File: src/rtl/bia_pkg.sv
// Shared types and constants for the bitmap identifier allocator.
// Used by the controller, the datapath and the top level; no dependencies.
`default_nettype none

package bia_pkg;

  // Bits per bitmap word and index widths fixed by the field layout
  localparam int WORD_BITS = 32;
  localparam int BIT_W     = 5;
  localparam int TOP_W     = 10;
  localparam int ID_W      = 16;

  // Request codes
  typedef enum logic [1:0] {
    ACT_ALLOC = 2'd0,
    ACT_FREE  = 2'd1,
    ACT_CLAIM = 2'd2,
    ACT_QUERY = 2'd3
  } action_t;

  // Configuration register indexes
  localparam logic CFG_BASE_ID    = 1'b0;
  localparam logic CFG_TOP_OFFSET = 1'b1;

  // Controller to datapath commands
  typedef struct packed {
    logic capture;  // latch request, issue first word read
    logic step;     // move scan to the next word
    logic finish;   // update bitmap and latch result
  } bia_cmd_t;

  // Datapath to controller status
  typedef struct packed {
    logic hit;       // current scan word has a free in-range bit
    logic scan_end;  // current scan word is the last one to check
  } bia_stat_t;

endpackage

`default_nettype wire

File: src/rtl/bia_ctrl.sv
// Sequencing state machine for the bitmap identifier allocator.
// Depends on bia_pkg for the command, status and request types.
`default_nettype none

module bia_ctrl
  import bia_pkg::*;
(
  input  wire logic      clk,
  input  wire logic      rst,
  input  wire logic      in_valid,
  output logic           in_stall,
  input  wire action_t   action,
  output logic           out_valid,
  input  wire logic      out_stall,
  output bia_cmd_t       cmd,
  input  wire bia_stat_t stat
);

  typedef enum logic [3:0] {
    ST_IDLE   = 4'b0001,
    ST_LOOKUP = 4'b0010,
    ST_SCAN   = 4'b0100,
    ST_DONE   = 4'b1000
  } state_t;

  state_t state;
  state_t state_next;
  logic   accept;

  // Take a new beat when idle, or when the held result leaves this cycle
  assign in_stall  = !((state == ST_IDLE) || ((state == ST_DONE) && !out_stall));
  assign accept    = in_valid && !in_stall;
  assign out_valid = (state == ST_DONE);

  always_comb begin
    state_next  = state;
    cmd         = '0;
    cmd.capture = accept;
    case (state)
      ST_IDLE: begin
        if (accept) begin
          state_next = (action == ACT_ALLOC) ? ST_SCAN : ST_LOOKUP;
        end
      end
      ST_LOOKUP: begin
        cmd.finish = 1'b1;
        state_next = ST_DONE;
      end
      ST_SCAN: begin
        // stop on a hit or after the last word in range
        if (stat.hit || stat.scan_end) begin
          cmd.finish = 1'b1;
          state_next = ST_DONE;
        end else begin
          cmd.step = 1'b1;
        end
      end
      ST_DONE: begin
        if (accept) begin
          state_next = (action == ACT_ALLOC) ? ST_SCAN : ST_LOOKUP;
        end else if (!out_stall) begin
          state_next = ST_IDLE;
        end
      end
      default: begin
        state_next = ST_IDLE;
      end
    endcase
  end

  always_ff @(posedge clk) begin
    if (rst) begin
      state <= ST_IDLE;
    end else begin
      state <= state_next;
    end
  end

endmodule

`default_nettype wire

File: src/rtl/bia_dpath.sv
// Datapath of the bitmap identifier allocator: config registers, bitmap
// memory with per-word valid flags, scan pointer and result registers.
// Depends on bia_pkg for the command, status and request types.
`default_nettype none

module bia_dpath
  import bia_pkg::*;
#(
  parameter int MAX_IDS = 1024
) (
  input  wire logic              clk,
  input  wire logic              rst,
  input  wire bia_cmd_t          cmd,
  output bia_stat_t              stat,
  input  wire action_t           action,
  input  wire logic [ID_W-1:0]   id_value,
  input  wire logic              cfg_we,
  input  wire logic              cfg_index,
  input  wire logic [ID_W-1:0]   cfg_data,
  output logic [ID_W-1:0]        result_id,
  output logic                   success
);

  // Only words holding bit indexes up to the widest top_offset are ever used
  localparam int NUM_WORDS = MAX_IDS / WORD_BITS;
  localparam int DEPTH     = (NUM_WORDS > 32) ? 32 : NUM_WORDS;
  localparam int WW        = (DEPTH > 1) ? $clog2(DEPTH) : 1;
  localparam int TOP_CAP   = (MAX_IDS - 1 > 1023) ? 1023 : MAX_IDS - 1;

  // Configuration and control state
  logic [ID_W-1:0]  base_id;
  logic [TOP_W-1:0] top_offset;
  logic [WW-1:0]    last_word;

  // Per-request state
  action_t          op;
  logic [ID_W-1:0]  op_id;
  logic [BIT_W-1:0] op_bit;
  logic             op_in_range;
  logic [WW-1:0]    chk_word;
  logic [WW-1:0]    ptr;
  logic [WW-1:0]    cnt;

  // Bitmap storage
  logic [WORD_BITS-1:0] mem [DEPTH];
  logic [DEPTH-1:0]     word_valid;
  logic [WORD_BITS-1:0] rd_q;
  logic                 rd_v;
  logic [WW-1:0]        rd_addr;
  logic                 rd_en;
  logic                 wr_en;
  logic [WORD_BITS-1:0] wr_data;

  // Combinational helpers
  logic [TOP_W-1:0]     top_a;
  logic [ID_W-1:0]      room;
  logic [TOP_W-1:0]     top;
  logic [WW-1:0]        top_word;
  logic [WW-1:0]        start_word;
  logic [ID_W-1:0]      diff;
  logic                 id_in_range;
  logic [WW-1:0]        id_word;
  logic [WORD_BITS-1:0] word;
  logic [WORD_BITS-1:0] range_mask;
  logic [WORD_BITS-1:0] free_bits;
  logic [BIT_W-1:0]     free_j;
  logic [WORD_BITS-1:0] op_mask;
  logic [ID_W-1:0]      res_id_next;
  logic                 success_next;

  // Clip the top index to the storage and to the 16-bit id space
  always_comb begin
    top_a    = (top_offset > TOP_W'(TOP_CAP)) ? TOP_W'(TOP_CAP) : top_offset;
    room     = {ID_W{1'b1}} - base_id;
    top      = (room < {{(ID_W-TOP_W){1'b0}}, top_a}) ? room[TOP_W-1:0] : top_a;
    top_word = WW'(top[TOP_W-1:BIT_W]);
    start_word = (last_word <= top_word) ? last_word : '0;
  end

  // Range check of the request id
  always_comb begin
    diff        = id_value - base_id;
    id_in_range = (id_value >= base_id) && (diff <= {{(ID_W-TOP_W){1'b0}}, top});
    id_word     = id_in_range ? WW'(diff[TOP_W-1:BIT_W]) : '0;
  end

  // Read address: start of scan or request word on capture, next word on step
  always_comb begin
    rd_en   = cmd.capture || cmd.step;
    rd_addr = ptr;
    if (cmd.capture) begin
      rd_addr = (action == ACT_ALLOC) ? start_word : id_word;
    end
  end

  // Word under test; a never-written word reads as all clear
  assign word = rd_v ? rd_q : '0;

  // Find the lowest clear bit in range of the current word
  always_comb begin
    range_mask = {WORD_BITS{1'b1}};
    if (chk_word == top_word) begin
      range_mask = {WORD_BITS{1'b1}} >> (BIT_W'(WORD_BITS - 1) - top[BIT_W-1:0]);
    end
    free_bits = ~word & range_mask;
    free_j    = '0;
    for (int i = WORD_BITS - 1; i >= 0; i--) begin
      if (free_bits[i]) begin
        free_j = BIT_W'(i);
      end
    end
  end

  assign stat.hit      = |free_bits;
  assign stat.scan_end = (cnt == top_word);

  // Bitmap update and result for the request in progress
  always_comb begin
    op_mask      = WORD_BITS'(1) << op_bit;
    wr_en        = 1'b0;
    wr_data      = word;
    res_id_next  = '0;
    success_next = 1'b0;
    case (op)
      ACT_ALLOC: begin
        if (stat.hit) begin
          wr_en        = 1'b1;
          wr_data      = word | (WORD_BITS'(1) << free_j);
          res_id_next  = base_id + ID_W'({chk_word, free_j});
          success_next = 1'b1;
        end
      end
      ACT_FREE: begin
        if (op_in_range) begin
          wr_en        = 1'b1;
          wr_data      = word & ~op_mask;
          success_next = 1'b1;
        end
      end
      ACT_CLAIM: begin
        if (op_in_range && !word[op_bit]) begin
          wr_en        = 1'b1;
          wr_data      = word | op_mask;
          res_id_next  = op_id;
          success_next = 1'b1;
        end
      end
      ACT_QUERY: begin
        success_next = op_in_range && word[op_bit];
      end
      default: begin
        success_next = 1'b0;
      end
    endcase
    wr_en = wr_en && cmd.finish;
  end

  // Bitmap memory with registered read
  always_ff @(posedge clk) begin
    if (rd_en) begin
      rd_q <= mem[rd_addr];
    end
    if (wr_en) begin
      mem[chk_word] <= wr_data;
    end
  end

  // Word valid flags and registered read flag
  always_ff @(posedge clk) begin
    if (rst) begin
      word_valid <= '0;
      rd_v       <= 1'b0;
    end else begin
      if (rd_en) begin
        rd_v <= word_valid[rd_addr];
      end
      if (wr_en) begin
        word_valid[chk_word] <= 1'b1;
      end
    end
  end

  // Configuration registers and next-fit pointer
  always_ff @(posedge clk) begin
    if (rst) begin
      base_id    <= ID_W'(1);
      top_offset <= {TOP_W{1'b1}};
      last_word  <= '0;
    end else begin
      if (cfg_we) begin
        case (cfg_index)
          CFG_BASE_ID:    base_id    <= cfg_data;
          CFG_TOP_OFFSET: top_offset <= cfg_data[TOP_W-1:0];
          default:        base_id    <= base_id;
        endcase
      end
      if (cmd.finish && (op == ACT_ALLOC) && stat.hit) begin
        last_word <= chk_word;
      end
    end
  end

  // Request latch and scan pointer
  always_ff @(posedge clk) begin
    if (cmd.capture) begin
      op          <= action;
      op_id       <= id_value;
      op_bit      <= diff[BIT_W-1:0];
      op_in_range <= id_in_range;
      cnt         <= '0;
      if (action == ACT_ALLOC) begin
        chk_word <= start_word;
        ptr      <= (start_word == top_word) ? '0 : start_word + WW'(1);
      end else begin
        chk_word <= id_word;
        ptr      <= id_word;
      end
    end else if (cmd.step) begin
      chk_word <= ptr;
      ptr      <= (ptr == top_word) ? '0 : ptr + WW'(1);
      cnt      <= cnt + WW'(1);
    end
  end

  // Hold the result until the next request finishes
  always_ff @(posedge clk) begin
    if (cmd.finish) begin
      result_id <= res_id_next;
      success   <= success_next;
    end
  end

endmodule

`default_nettype wire

File: src/rtl/bitmap_id_allocator.sv
// Next-fit bitmap identifier allocator. Free, claim and query: one word read,
// then bitmap update and registered result. Allocate: examines 1 to 32 words, one
// bitmap word per cycle through the single registered memory read port.
// A new beat is accepted in the cycle the held result is taken.
// Reset (rst, synchronous): bitmap reads as all clear via per-word valid
// flags, base_id 1, top_offset 1023, scan start word 0; no clearing pass.
`default_nettype none

module bitmap_id_allocator
  import bia_pkg::*;
#(
  parameter int MAX_IDS = 1024
) (
  input  wire logic             clk,
  input  wire logic             rst,
  input  wire logic             in_valid,
  output logic                  in_stall,
  input  wire logic [1:0]       action,
  input  wire logic [ID_W-1:0]  id_value,
  output logic                  out_valid,
  input  wire logic             out_stall,
  output logic [ID_W-1:0]       result_id,
  output logic                  success,
  input  wire logic             cfg_valid,
  output logic                  cfg_ready,
  input  wire logic             cfg_index,
  input  wire logic [ID_W-1:0]  cfg_data
);

  bia_cmd_t  cmd;
  bia_stat_t stat;
  action_t   act;

  assign act       = action_t'(action);
  assign cfg_ready = 1'b1;

  // Sequencer
  bia_ctrl u_ctrl (
    .clk       (clk),
    .rst       (rst),
    .in_valid  (in_valid),
    .in_stall  (in_stall),
    .action    (act),
    .out_valid (out_valid),
    .out_stall (out_stall),
    .cmd       (cmd),
    .stat      (stat)
  );

  // Bitmap, registers and result
  bia_dpath #(
    .MAX_IDS (MAX_IDS)
  ) u_dpath (
    .clk       (clk),
    .rst       (rst),
    .cmd       (cmd),
    .stat      (stat),
    .action    (act),
    .id_value  (id_value),
    .cfg_we    (cfg_valid && cfg_ready),
    .cfg_index (cfg_index),
    .cfg_data  (cfg_data),
    .result_id (result_id),
    .success   (success)
  );

endmodule

`default_nettype wire

File: config.mk
export PLATFORM = sky130hd
export DESIGN_NAME = bitmap_id_allocator
export DESIGN_NICKNAME = d
export VERILOG_FILES = /design/src/rtl/bia_pkg.sv /design/src/rtl/bia_ctrl.sv /design/src/rtl/bia_dpath.sv /design/src/rtl/bitmap_id_allocator.sv
export SDC_FILE = /design/constraint.sdc
export NUM_CORES = 2
export LEC_CHECK = 0
export ABC_AREA = 1
export BUFFER_PORTS_ARGS = -buffer_cell sky130_fd_sc_hd__buf_2
export CAP_MARGIN = 20
export CORE_ASPECT_RATIO = 1.2
export CORE_MARGIN = 1.5
export CORE_UTILIZATION = 43
export CTS_CLUSTER_DIAMETER = 50
export CTS_CLUSTER_SIZE = 20
export DETAILED_ROUTE_END_ITERATION = 10
export PLACE_DENSITY_LB_ADDON = 0.05
export SETUP_SLACK_MARGIN = 0.15
export SLEW_MARGIN = 5
export SYNTH_ARGS = -nofsm -noshare
export SYNTH_HDL_FRONTEND = slang
export SYNTH_SLANG_ARGS = --single-unit
File: constraint.sdc
create_clock -name clk -period 10.3 [get_ports clk]
set_clock_uncertainty 0.05 [all_clocks]
set_input_delay 0 -clock clk [delete_from_list [all_inputs] [get_ports clk]]
set_output_delay 0 -clock clk [all_outputs]
set_load 0.005 [all_outputs]
Word-level counts from Yosys, hierarchy flattened. Memories as Yosys holds them, arrays and structs flattened. A register that Yosys moved wholly into a read port is not among the register bits. Cells that the tools add are included.

Bits in latches: 0. Bits in writable memories: 1024. Output and inout bits: 20. Memory bits (read-only): 0. Memories kept: 1. Bits in registers: 124.

Memory list: u_dpath.mem (depth 32, bits a word 32, read ports 1, clocked after Yosys merged registers in 1, write ports 1, RTL line bia_dpath.sv:45) `logic [WORD_BITS-1:0] mem [DEPTH];`.

Order comparisons: 9. Shift operators: 3. Mux-type cells: 77. Multipliers: 0. Bitwise operators: 8. Divide/modulo/power cells: 0. $add $sub $neg: 7. Reduce and logical (&&, ||, !) cells: 22. Equal/unequal tests: 14.

Operators with widths (count): $mux 5 (43); $mux 32 (5); $or 32x32->32 (3); $pmux 32 s3 (1); $and 32x32->32 (2); $not 32->32 (2); $shl 1x5->32 const A (2); $mux 16 (2); $pmux 16 s2 (1); $reduce_or 32->1 (1); $shr 32x5->32 const A (1); $eq 5x5->1 (4); $mux 10 (2); $lt 5x6->1 const B (3); $add 16x10->16 (1); $ge 16x16->1 (1); $le 16x10->1 (1); $lt 16x10->1 (1); $mux 4 (4); $pmux 4 s4 (1); $sub 16x16->16 (1); $sub 16x16->16 const A (1); $add 5x1->5 const B (3); $mux 1 (11); 26 further kinds (43).

Depth between registers and ports, before layout.
Depth in word-level cells: 44. Depth in mapped cells: 70. Mapped depth without buffers: 68.

Cells and area by module. A second synthesis with hierarchy kept.

Cells, all modules: 4325. Area, all modules: 50808.7 um^2.

By module, submodules not included: bia_dpath (cells each 4274, area an instance 50505.9 um^2, instances 1); bia_ctrl (cells each 49, area an instance 291.5 um^2, instances 1); bitmap_id_allocator (cells each 2, area an instance 11.3 um^2, instances 1).

Least setup slack after synthesis. Ideal clock, no wire load.

Path kind: reg2reg. Start point: register u_dpath.base_id[9]. End point: memory u_dpath.mem[0][0] (enable). Data required time: 9.827 ns. Arrival: 5.839 ns. Slack: 3.988 ns. Cell stages (with the launch flop): 31. Setup time: 0.423 ns. Cells stage by stage: dfxtp_1 > inv_1 > ha_1 > nand2_1 > nand4_1 > nor3_4 > nand2_2 > buf_6 > nand2_1 > o21ai_4 > nand2_1 > nand2_1 > nand3_2 > inv_2 > nand2_4 > clkinv_2 > a21oi_1 > nor3_4 > nand2_2 > nor2_4 > inv_2 > nor3_1 > nand3_1 > inv_1 > nor2_1 > nand2_1 > nor2_1 > nand2_1 > inv_1 > nand3_2 > nor2_1.

RTL lines: from (decl) (RTL line bia_dpath.sv:31) `logic [ID_W-1:0] base_id;`; from (signal assigned) (RTL line bia_dpath.sv:192) `CFG_BASE_ID: base_id <= cfg_data;`; from (signal assigned) (RTL line bia_dpath.sv:194) `default: base_id <= base_id;`; to (decl) (RTL line bia_dpath.sv:45).

Worst setup path after layout.
Start point: register u_dpath.base_id[1]. End point: register u_dpath.rd_q[23] (read register of u_dpath.mem) (data pin).

Cells in the longest elaborated chain, start to end: 12. Elaborated cells between the ends (all ways): 23. Those cells by class: add/sub: 3; order compare: 4; eq/ne: 2; shift: 1; mux: 8; bitwise: 1; reduce/logical: 4.

RTL lines: $sub 16x16->16 (RTL line bia_dpath.sv:74) `room = {ID_W{1'b1}} - base_id;`; $lt 16x10->1 (RTL line bia_dpath.sv:75) `top = (room < {{(ID_W-TOP_W){1'b0}}, top_a}) ? room[TOP_W-1:0] : top_a;`; $mux 10 (RTL line bia_dpath.sv:75); $sub 5x5->5 (RTL line bia_dpath.sv:103) `range_mask = {WORD_BITS{1'b1}} >> (BIT_W'(WORD_BITS - 1) - top[BIT_W-1:0]);`; $shr 32x5->32 (RTL line bia_dpath.sv:103); $mux 32 (RTL line bia_dpath.sv:102) `if (chk_word == top_word) begin`; $and 32x32->32 (RTL line bia_dpath.sv:105) `free_bits = ~word & range_mask;`; $reduce_or 32->1 (RTL line bia_dpath.sv:114) `assign stat.hit = |free_bits;`; $logic_or 1x1->1 (RTL line bia_ctrl.sv:51) `if (stat.hit || stat.scan_end) begin`; $mux 1 (RTL line bia_ctrl.sv:51); $mux 1 (RTL line bia_ctrl.sv:39) `case (state)`; $logic_or 1x1->1 (RTL line bia_dpath.sv:89) `rd_en = cmd.capture || cmd.step;`; to (decl) (RTL line bia_dpath.sv:47) `logic [WORD_BITS-1:0] rd_q;`.

Several ways; a longest one is shown, not always the timed one. A chain may end at the register's enable or synchronous reset.

==> impl_metrics.csv <==
group,metric,value,unit
setup_path,required,10.82,ns
sta,report.final.hold_viol_count,0,
yosys,synth_largest_area_cell,"edfxtp_1",
drt,num_vias,35500,
sta,slew_headroom,0.241,
hold_path,hold_path.class,"input port to flop",
setup_path,cp_data_arrival_time,8.13,ns
yosys,syn-instance-count,4229,
setup_path,crit_type,"flop to flop",
clock_tree,cts_tree,"built",
yosys,ys.flop_type,"edfxtp_1",
yosys,yosysUniqueCellTypes,58,
die,die_w,316,um
die,start_util,0.434,
sta,timing.final.ws_setup,2.69,ns
yosys,synth_edf_count,1107,
drt,wire_per_inst,28.0,um
setup_path,critPathTopFamily,"simple AND/OR/NAND/NOR gates",
drt,firstDrtPassIters,6,
yosys,synth_nets,4322,
drt,routed_wl,166000,um
die,row_count,137,
power,ir_drop,0.150,mV
yosys,synth_area,0.0504,mm^2
cells_and_area,n_fill_cell,10400,
yosys,synthArstFlopShare,0,
setup_path,path_max_fanout,99,
run,max_cap_viol_count,0,
drt,first_iter_violations,3349,
sta,post-route-period-util,0.739,
yosys,ys_warn_count,0,
cells_and_area,layout-drive-gt1-share,0.110,
yosys,avgSynthCellArea,11.9,um^2
setup_path,rr_worst_depth,36,
cells_and_area,final_nets,4407,
setup_path,cp_slowest_cell,"buf_4",
place,dp_slack,2.74,ns
outcome,status,"finished clean",
global_route,grt_usage,0.277,
setup_path,r2r-start,"u_dpath.base_id[1]",
global_route,grt_first_pass_wirelength,240000,um
setup_path,cp-end-kind,"flop",
setup_path,slowest_delay,0.76,ns
sta,rsz0062_at_grt,"no",
place,globalplace.congestion,0.954,
cells_and_area,final_cells,5947,
global_route,antenna_found_initial,4,
yosys,synth_seq_cells,1180,
hold_path,hold_depth,2,
sta,min_period,7.61,ns
die,dieHeight,378,um
sta,fmax,131,MHz
power,power.density,209,mW/mm^2
drt,via_per_inst,5.96,
cells_and_area,area_growth,14.9,%
global_route,grt_pass1_vias,34200,
sta,worstMarginPinSlew,1.14,ns
clock_tree,h-tree-depth,3,
yosys,synthTopCellsByCount,"edfxtp_1, nor2_1, o21ai_0",
die,core_area,0.116,mm^2
yosys,ys_seq_area_frac,0.688,
drt,detail-route-antenna-nets,0,
clock_tree,clock_sinks,1180,
die,die_area,0.119,mm^2
place,io_buffer_count,58,
clock_tree,clk_pin_slew,0.07,ns
setup_path,crit_buf_inv,5,
sta,setup_viol,0,
place,placed_cells,5639,
setup_path,start_kind,"flop",
hold_path,min-delay-start,"id_value[12]",
sta,setup_tns,0,ns
sta,final-max-slew-violation-count,0,
power,leakage,19.7,nW
yosys,synth_top_area_share,0.659,
global_route,grt_max_degree,217,
setup_path,reg2reg_slack,2.69,ns
drt,remaining_drc_errors,0,
setup_path,path_common_cell,"nand2_1",
global_route,overflow,0,
yosys,synth_most_common_cell,"edfxtp_1",
clock_tree,clk_path_buf_depth,3,
yosys,synth_area_leaders,"edfxtp_1, o21ai_0, nor2_1",
setup_path,r2r-end,"u_dpath.rd_q[23]",
place,dp_hpwl,92700,um
die,ioPinCount,60,
hold_path,holdPathEnd,"u_dpath.op_id[12]",
clock_tree,cts_buffers,118,
clock_tree,cts-root-buf,"clkbuf_16",
clock_tree,insertion_delay,0.75,ns
[metal layers]
metal	GRT usage	up-vias	share of wire
met2	0.463	1097	0.49
met1	0.364	18100	0.42
met4	0.110	2	0.040
met3	0.0375	322	0.052
met5	0	-	0.000066
li1	-	15900	-
[state kept, by name, indices dropped and copies added (netlist names)]
name                 count
u_ctrl.state             4
u_dpath.base_id         16
u_dpath.chk_word         5
u_dpath.cnt              5
u_dpath.last_word        5
u_dpath.mem           1024
u_dpath.op               2
u_dpath.op_bit           5
u_dpath.op_id           16
u_dpath.op_in_range      1
u_dpath.ptr              5
u_dpath.rd_q            32
u_dpath.rd_v             1
u_dpath.result_id       16
u_dpath.success          1
u_dpath.top_offset      10
u_dpath.word_valid      32
[layout by cell type (no fill, tap or decap), drive strengths merged, types with 3 or more instances in the layout]
cell type,synthesis,final
a21o,4,4
a21oi,106,106
a311oi,32,32
a31oi,38,38
a32o,4,4
buf,24,163
bufinv,0,16
clkbuf,253,125
clkinv,3,44
clkinvlp,0,10
dfxtp,73,73
dlygate4sd3,0,79
edfxtp,1107,1107
ha,51,51
inv,183,213
nand2,366,366
nand3,101,101
nand4,9,9
nor2,683,683
nor3,53,53
nor4,3,3
o2111ai,8,8
o211a,33,33
o211ai,103,103
o21a,36,36
o21ai,631,631
o21bai,7,7
o221ai,167,167
o22ai,103,103
o31ai,8,8
xnor2,8,8
xor2,17,17
[area by class of cell]
class	instances	area (um^2)	area share
antenna	2	5.00	0.0000863
timing repair buffer	242	2180	0.0376
clock inverter	97	1180	0.0203
multi-input combinational	2586	14200	0.246
inverter	186	718	0.0124
clock buffer	125	3020	0.0521
tap	1529	1910	0.0330
sequential	1180	34700	0.599
[what timing repair did]
item,CTS,global route
gates resized for setup,0,0
endpoints found under the hold margin,115,0
buffers inserted,0,0
setup endpoints to repair,0,0
hold buffers,79,0
[how the worst max path moves through the flow]
| stage | start | end | slack [ns] | cells past startpoint |
|---|---|---|---|---|
| 6_report | u_dpath.base_id[1] | u_dpath.rd_q[23] | 2.69 | 36 |
| 5_1_grt | u_dpath.base_id[1] | u_dpath.rd_q[23] | 2.04 | 36 |
| 4_1_cts | u_dpath.base_id[1] | u_dpath.rd_q[23] | 2.71 | 36 |
| 3_5_place_dp | u_dpath.base_id[1] | u_dpath.rd_q[23] | 2.74 | 36 |
| 3_3_place_gp | u_dpath.base_id[1] | u_dpath.rd_q[23] | 2.84 | 36 |
| 2_1_floorplan | u_dpath.base_id[9] | u_dpath.mem[0][0] | 3.99 | 30 |
[report_power, final]
group	internal, mW	switching (mW)	leakage (nW)	total (mW)
clock	2.60	2.04	2.02	4.64
combinational	0.546	1.45	6.79	2.00
sequential	5.43	0.0775	10.9	5.50
total	8.57	3.57	19.7	12.1
[logic make-up (layout without fill, tap and decap cells)]
group                    Yosys count  count (layout)  share of synthesized area
AO/OA/AOI/OAI                   1288            1288                      0.160
AND/OR/NAND/NOR                 1219            1219                     0.0986
flip-flops                      1180            1180                      0.688
buffers and inverters            463             650                     0.0354
adder cells (fa/ha/maj)           53              53                     0.0134
XOR/XNOR                          25              25                    0.00434
other                              1               3                  0.0000743
[metrics by stage]
| stage | area [um^2] | util | hold slack [ns] | power (mW) |
|---|---|---|---|---|
| 5_1_grt | 58000 | 0.499 | 0.0431 | 12.6 |
| 3_3_place_gp | 52700 | 0.453 | 0.147 | 7.56 |
| 4_1_cts | 57900 | 0.498 | 0.00502 | 12.2 |
| 3_5_place_dp | 52900 | 0.455 | 0.149 | 7.57 |
| 2_1_floorplan | 50400 | - | 0.0191 | 6.81 |
| 6_report | 58000 | 0.499 | 0.0428 | 12.1 |
Note: power is estimated with default switching activity, not from simulation.
